===== config.mk =====
export PLATFORM = sky130hd
export DESIGN_NAME = lod_crossfade_controller
export DESIGN_NICKNAME = d
export VERILOG_FILES = /design/src/sv/lodxf_pkg.sv /design/src/sv/lodxf_ctrl.sv /design/src/sv/lodxf_datapath.sv /design/src/sv/lod_crossfade_controller.sv
export SDC_FILE = /design/constraint.sdc
export NUM_CORES = 2
export LEC_CHECK = 0
export BUFFER_PORTS_ARGS = -buffer_cell sky130_fd_sc_hd__buf_2
export CAP_MARGIN = 20
export CELL_PAD_IN_SITES_DETAIL_PLACEMENT = 0
export CELL_PAD_IN_SITES_GLOBAL_PLACEMENT = 1
export CORE_UTILIZATION = 56
export DETAILED_ROUTE_END_ITERATION = 8
export GPL_TIMING_DRIVEN = 0
export HOLD_SLACK_MARGIN = 0.05
export PLACE_DENSITY_LB_ADDON = 0.1
export SKIP_CTS_REPAIR_TIMING = 1
export SLEW_MARGIN = 10
export SYNTH_ARGS = -nofsm -noshare
export SYNTH_HDL_FRONTEND = slang
export SYNTH_SLANG_ARGS = --single-unit
export TNS_END_PERCENT = 30

===== constraint.sdc =====
create_clock -name clk_i -period 13.7 [get_ports clk_i]
set_clock_uncertainty 0.1 [all_clocks]
set_input_delay 0 -clock clk_i [delete_from_list [all_inputs] [get_ports clk_i]]
set_output_delay 0 -clock clk_i [all_outputs]
set_load 0.05 [all_outputs]

===== src/sv/lodxf_pkg.sv =====
package lodxf_pkg;

  localparam int LodLevels = 16;

  localparam int LevelMaxInt = (LodLevels > 16) ? 15 : LodLevels - 1;
  localparam logic [3:0] LevelMax = 4'(LevelMaxInt);

  localparam logic [16:0] Q16One = 17'd65536;
  localparam logic [17:0] ThreeQ16 = 18'd196608;

  localparam logic [1:0] CfgCoverageThreshold = 2'd0;
  localparam logic [1:0] CfgHoldTime = 2'd1;
  localparam logic [1:0] CfgFadeSpeed = 2'd2;

  localparam logic [15:0] FadeSpeedReset = 16'd256;

  typedef struct packed {
    logic [3:0]  chosen_level;
    logic [15:0] coverage;
    logic [15:0] elapsed;
  } in_t;

  typedef struct packed {
    logic [3:0]  level_now;
    logic [3:0]  level_goal;
    logic [16:0] blend;
    logic        fading;
  } out_t;

  typedef struct packed {
    logic accept;
    logic ramp;
    logic square;
    logic mult;
    logic load;
  } cmd_t;

endpackage


===== src/sv/lodxf_ctrl.sv =====
module lodxf_ctrl (
  input  logic              clk_i,
  input  logic              rst_ni,
  input  logic              in_valid_i,
  output logic              in_stall_o,
  output logic              out_valid_o,
  input  logic              out_stall_i,
  output lodxf_pkg::cmd_t   cmd_o
);

  typedef enum logic [2:0] {
    SIdle,
    SRamp,
    SSquare,
    SMult,
    SDone
  } state_e;

  state_e state_q;
  logic   out_valid_q;
  logic   out_free;
  logic   accept;
  logic   load;

  assign out_free   = !out_valid_q || !out_stall_i;
  assign load       = (state_q == SDone) && out_free;
  assign in_stall_o = !((state_q == SIdle) || load);
  assign accept     = in_valid_i && !in_stall_o;

  assign cmd_o.accept = accept;
  assign cmd_o.ramp   = (state_q == SRamp);
  assign cmd_o.square = (state_q == SSquare);
  assign cmd_o.mult   = (state_q == SMult);
  assign cmd_o.load   = load;

  assign out_valid_o = out_valid_q;

  always_ff @(posedge clk_i or negedge rst_ni) begin
    if (!rst_ni) begin
      state_q     <= SIdle;
      out_valid_q <= 1'b0;
    end else begin
      if (load) begin
        out_valid_q <= 1'b1;
      end else if (!out_stall_i) begin
        out_valid_q <= 1'b0;
      end
      unique case (state_q)
        SIdle: begin
          if (accept) begin
            state_q <= SRamp;
          end
        end
        SRamp: begin
          state_q <= SSquare;
        end
        SSquare: begin
          state_q <= SMult;
        end
        SMult: begin
          state_q <= SDone;
        end
        SDone: begin
          if (accept) begin
            state_q <= SRamp;
          end else if (load) begin
            state_q <= SIdle;
          end
        end
        default: begin
          state_q <= SIdle;
        end
      endcase
    end
  end

  a_accept_starts_work: assert property (@(posedge clk_i) disable iff (!rst_ni)
    accept |=> state_q == SRamp)
    else $error("accepted transaction did not start the update sequence");

  a_load_sets_valid: assert property (@(posedge clk_i) disable iff (!rst_ni)
    load |=> out_valid_q)
    else $error("result load did not raise output valid");

  a_no_accept_while_busy: assert property (@(posedge clk_i) disable iff (!rst_ni)
    (state_q == SRamp || state_q == SSquare || state_q == SMult) |-> in_stall_o)
    else $error("input accepted while an update is in progress");

endmodule


===== src/sv/lodxf_datapath.sv =====
module lodxf_datapath (
  input  logic              clk_i,
  input  logic              rst_ni,
  input  logic              cfg_valid_i,
  input  logic [1:0]        cfg_index_i,
  input  logic [19:0]       cfg_data_i,
  input  lodxf_pkg::in_t    in_data_i,
  input  lodxf_pkg::cmd_t   cmd_i,
  output lodxf_pkg::out_t   out_data_o
);

  logic [15:0]        thr_q;
  logic [19:0]        hold_time_q;
  logic [15:0]        speed_q;

  logic [3:0]         cur_q;
  logic [3:0]         target_q;
  logic [16:0]        prog_q;
  logic signed [21:0] hold_q;
  logic [15:0]        last_cov_q;

  logic [31:0]        prod_q;
  logic [33:0]        tt_q;
  logic [17:0]        f_q;
  logic [51:0]        p_q;
  lodxf_pkg::out_t    out_q;

  logic [3:0]         chosen;
  logic [15:0]        diff;
  logic               significant;
  logic signed [21:0] hold_dec;
  logic               start;
  logic [24:0]        np;
  logic [51:0]        rnd;

  always_comb begin
    chosen = (in_data_i.chosen_level > lodxf_pkg::LevelMax) ? lodxf_pkg::LevelMax
                                                             : in_data_i.chosen_level;
    diff = (in_data_i.coverage >= last_cov_q) ? in_data_i.coverage - last_cov_q
                                              : last_cov_q - in_data_i.coverage;
    significant = diff >= thr_q;
    hold_dec = hold_q;
    if (hold_q > 22'sd0) begin
      hold_dec = hold_q - $signed({6'b0, in_data_i.elapsed});
    end
    start = (chosen != target_q) && (hold_dec <= 22'sd0) && significant;
    np  = {8'b0, prog_q} + {1'b0, prod_q[31:8]};
    rnd = p_q + (52'd1 << 31);
  end

  always_ff @(posedge clk_i or negedge rst_ni) begin
    if (!rst_ni) begin
      thr_q       <= '0;
      hold_time_q <= '0;
      speed_q     <= lodxf_pkg::FadeSpeedReset;
      cur_q       <= '0;
      target_q    <= '0;
      prog_q      <= lodxf_pkg::Q16One;
      hold_q      <= '0;
      last_cov_q  <= '0;
    end else begin
      if (cfg_valid_i) begin
        unique case (cfg_index_i)
          lodxf_pkg::CfgCoverageThreshold: thr_q       <= cfg_data_i[15:0];
          lodxf_pkg::CfgHoldTime:          hold_time_q <= cfg_data_i;
          lodxf_pkg::CfgFadeSpeed:         speed_q     <= cfg_data_i[15:0];
          default: begin
          end
        endcase
      end
      if (cmd_i.accept) begin
        last_cov_q <= in_data_i.coverage;
        if (start) begin
          cur_q    <= target_q;
          target_q <= chosen;
          prog_q   <= '0;
          hold_q   <= $signed({2'b0, hold_time_q});
        end else begin
          hold_q <= hold_dec;
        end
      end
      if (cmd_i.ramp && !prog_q[16]) begin
        if (np >= 25'(lodxf_pkg::Q16One)) begin
          prog_q <= lodxf_pkg::Q16One;
          cur_q  <= target_q;
        end else begin
          prog_q <= np[16:0];
        end
      end
    end
  end

  always_ff @(posedge clk_i) begin
    if (cmd_i.accept) begin
      prod_q <= {16'b0, speed_q} * {16'b0, in_data_i.elapsed};
    end
    if (cmd_i.square) begin
      tt_q <= {17'b0, prog_q} * {17'b0, prog_q};
      f_q  <= lodxf_pkg::ThreeQ16 - {prog_q, 1'b0};
    end
    if (cmd_i.mult) begin
      p_q <= {18'b0, tt_q} * {34'b0, f_q};
    end
    if (cmd_i.load) begin
      out_q.level_now  <= cur_q;
      out_q.level_goal <= target_q;
      out_q.blend      <= rnd[48:32];
      out_q.fading     <= !prog_q[16];
    end
  end

  assign out_data_o = out_q;

  a_progress_bounded: assert property (@(posedge clk_i) disable iff (!rst_ni)
    prog_q <= lodxf_pkg::Q16One)
    else $error("progress exceeds one");

  a_hold_floor: assert property (@(posedge clk_i) disable iff (!rst_ni)
    hold_q >= -22'sd65535)
    else $error("hold timer dropped below its floor");

  a_settled_levels: assert property (@(posedge clk_i) disable iff (!rst_ni)
    (prog_q == lodxf_pkg::Q16One) |-> (cur_q == target_q))
    else $error("levels differ although the transition has finished");

endmodule


===== src/sv/lod_crossfade_controller.sv =====
// Detail-level crossfade controller with hysteresis. Each input transaction carries the
// selected level, the screen coverage and the elapsed time, and yields exactly one output
// transaction with both levels, the smoothstep blend factor and the fading flag. A
// transaction passes through these steps in order: the accept cycle makes the transition
// decision and the speed-times-time product, then come the progress ramp, the squaring of
// progress and the final smoothstep product; the result is loaded into the output register
// in the same cycle that the next transaction can be accepted. A stalled output register
// holds the block until the result is taken. Configuration writes are always ready and must
// be made only while the block is idle.
module lod_crossfade_controller (
  input  logic              clk_i,
  input  logic              rst_ni,
  input  logic              cfg_valid_i,
  output logic              cfg_ready_o,
  input  logic [1:0]        cfg_index_i,
  input  logic [19:0]       cfg_data_i,
  input  logic              in_valid_i,
  output logic              in_stall_o,
  input  lodxf_pkg::in_t    in_data_i,
  output logic              out_valid_o,
  input  logic              out_stall_i,
  output lodxf_pkg::out_t   out_data_o
);

  lodxf_pkg::cmd_t cmd;

  assign cfg_ready_o = 1'b1;

  lodxf_ctrl u_ctrl (
    .clk_i       (clk_i),
    .rst_ni      (rst_ni),
    .in_valid_i  (in_valid_i),
    .in_stall_o  (in_stall_o),
    .out_valid_o (out_valid_o),
    .out_stall_i (out_stall_i),
    .cmd_o       (cmd)
  );

  lodxf_datapath u_datapath (
    .clk_i       (clk_i),
    .rst_ni      (rst_ni),
    .cfg_valid_i (cfg_valid_i),
    .cfg_index_i (cfg_index_i),
    .cfg_data_i  (cfg_data_i),
    .in_data_i   (in_data_i),
    .cmd_i       (cmd),
    .out_data_o  (out_data_o)
  );

endmodule

==> run metrics <==
number of flops mapped to enable cells by yosys=117; share of synthesized cell area in and, or, nand and nor gates=14.66%; die width=287.3 um; final cycle utilization of the critical path=62.17%; number of buffers created by CTS=28; number of sinks driven by the clock tree=236; max-slew violation total from the final report=0; number of cells traversed by the worst hold path=4; setup slack after placement=5.142 ns; die area=82,560 um2; worst path bufs/invs=7; RD Place Congestion=0.9307; Final Hold Vio Count=0; number of antenna violations at the first check in global routing=3; number of remaining DRC errors=0; Slowest Stage Delay on Critical Path=0.70 ns; Post-DRT Antenna Nets=0; register clock-pin slew on the reported worst setup and hold paths=0.06 ns; worst r2r path cells=26; setup repair after global routing missed its margin=false; net count after synthesis=6,242; destination of the worst register-to-register timing path=u_datapath.tt_q[32]; worst-path maximum fanout=10; most frequent standard cell in the layout excluding fill and tap cells=inv_1; final total negative setup slack=0 ns; number of global-route vias before repair=35,290; number of input and output port buffers inserted=81; Initial DRC Count=1,959; Post-Synth Adder-Cell Area=49.14%; final count of negative-setup-slack endpoints=0; Worst path depth=26; largest family of logic cells by synthesized area=adder cells; most used flip-flop cell after synthesis=edfxtp_1; iteration count of the initial detailed-routing pass=6; CTS H-Tree Depth=1; MaxCap Viol Count=0; worst path required time=13.91 ns; Via density=5.408; Critical-path top delay cell=clkbuf_1; placed cell areas=47,450 um2; Largest delay share family, worst path=adder cells; final core occ=60.99%; critical path startpoint=u_datapath.prog_q[4]; smallest setup slack after layout=5.183 ns; count of different cell masters after synthesis=81; Warnings, synthesis=0; part of the Yosys area used for sequential elements=14.24%; via count=33,360; Area Growth Syn to Fin=7.745%; DR WL/cell=19.51 um; result of the run=complete, no violations; startpoint types=register; most numerous cell on the critical path=fa_1; classification of the worst setup path=register to register; post-detail-place hpwl=100,200 um; Max-Slew Margin vs Limit=35.04%; Post-layout nets=6,426; final wirelength=120,300 um; clock tree from TritonCTS=yes; dominant cell type by area after synthesis=fa_1; starting density of the core=56.60%; Non-Filler Cell Area, Final=49,120 um2; compound-cell area share of the yosys netlist=6.504%; Avg Inst Size Synth=9.306 um2; startpoint of the most critical hold path=in_data_i[22]; cell at the root of the clock tree=clkbuf_16; Worst Hold Path EP=u_datapath.last_cov_q[6]; first-pass GRT wire length=192,400 um; CP Capture Type=register; Ports=92; top-area cell type share of the netlist area=37.37%; number of placement rows=104; Worst R2R Start=u_datapath.prog_q[4]; highest-count cells in the layout ignoring fill and taps=inv_1, fa_1, nand2_1; data arrival time at the worst-slack endpoint=8.73 ns; top area cells in the synthesized netlist=fa_1, ha_1, inv_1; global routing usage summed across all routing layers=30.17%; flop and latch count out of synthesis=236; total gr overflow=0; ys async rst share=50.42%; core region area=80,550 um2; final worst path period need=8.517 ns; clk buf depth=3; type of the most critical hold path=primary input to register; post-synthesis xor/xnor area fraction=2.805%; highest clock rate=117.4 MHz; Register-to-Register Setup Slack=5.18 ns; vertical die dimension=287.3 um; slew at the pin closest to its max-slew limit=0.9743 ns; portion of netlist area occupied by mux cells=1.633%; fraction of layout instances using a drive strength above 1=4.270%; largest net degree at the start of global routing=66; clk_lat worst skew=0.59 ns; mapped cell area=45,590 um2; post-synthesis instance total=4,899
metrics by stage:
step	hold WS (ns)	instances
after detailed placement	-0.09212	6047
final	0.08464	6168
after global routing	0.1027	6167
after CTS	-0.7240	6099
after floorplan	-0.3956	4899
after global placement	0.1335	6040
worst max path at each step:
stage                          end  slack, ns
5_1_grt        u_datapath.tt_q[32]       4.68
4_1_cts         u_datapath.p_q[47]       5.12
6_report       u_datapath.tt_q[32]       5.18
2_1_floorplan  u_datapath.tt_q[32]       6.82
3_3_place_gp    u_datapath.p_q[47]       5.15
3_5_place_dp    u_datapath.p_q[47]       5.14
sequential cells by signal, indices dropped and copies added (netlist names):
signal and count:
u_datapath.out_data_o 26, u_datapath.target_q 4, u_datapath.prod_q 24, u_datapath.last_cov_q 16, u_datapath.speed_q 16, u_datapath.tt_q 33, u_datapath.thr_q 16, u_datapath.p_q 18
u_datapath.hold_time_q 20, u_ctrl.state_q 3, u_datapath.f_q 16, u_ctrl.out_valid_o 1, u_datapath.hold_q 22, u_datapath.prog_q 17, u_datapath.cur_q 4
cell usage after synthesis, types with 19 or more instances:
| cell | count |
|---|---|
| xor2_1 | 37 |
| a21oi_1 | 105 |
| ha_1 | 429 |
| and2_1 | 382 |
| o21ai_0 | 93 |
| nor2b_1 | 25 |
| edfxtp_1 | 117 |
| nand4_1 | 19 |
| fa_1 | 851 |
| nand3_1 | 40 |
| o21a_1 | 31 |
| nor3_1 | 38 |
| clkbuf_1 | 174 |
| a21o_1 | 64 |
| xnor2_1 | 109 |
| inv_1 | 1131 |
| dfrtp_1 | 117 |
| nand2_1 | 675 |
| nor2_1 | 131 |
| a31oi_1 | 23 |
| mux2_2 | 51 |
routing by layer:
layer | vias to the layer above | wire length [um] | global-route usage (%)
li1 | 15300 | - | -
met1 | 16880 | 49820 | 39.27
met2 | 965 | 59620 | 52.54
met3 | 212 | 6861 | 3.921
met4 | 2 | 4012 | 8.910
met5 | - | 10 | 0
cell type report:
type	instances	area, um2
Multi-Input combinational cell	3336	34100
Fill cell	7122	31420
Sequential cell	236	6494
Inverter	1133	4253
Tap cell	1060	1326
Timing Repair Buffer	154	1191
Clock buffer	36	782.0
Buffer	194	768.2
Clock inverter	16	206.4
Antenna cell	3	7.507
logic make-up after synthesis:
family	count (synthesis)
compound gates	447
xor+xnor	146
fa+ha+maj	1280
buf+inv	1327
flops	236
mux	68
other cells	1
simple gates	1394
tightest hold or removal path, stage by stage:
cell           delay, ns
dlygate4sd3_1       0.52
buf_2               0.12
nand2_1             0.04
o21ai_0             0.06
Power is not shown: default switching activity piles up to over one toggle a cycle in this logic, so the estimate is an artifact.
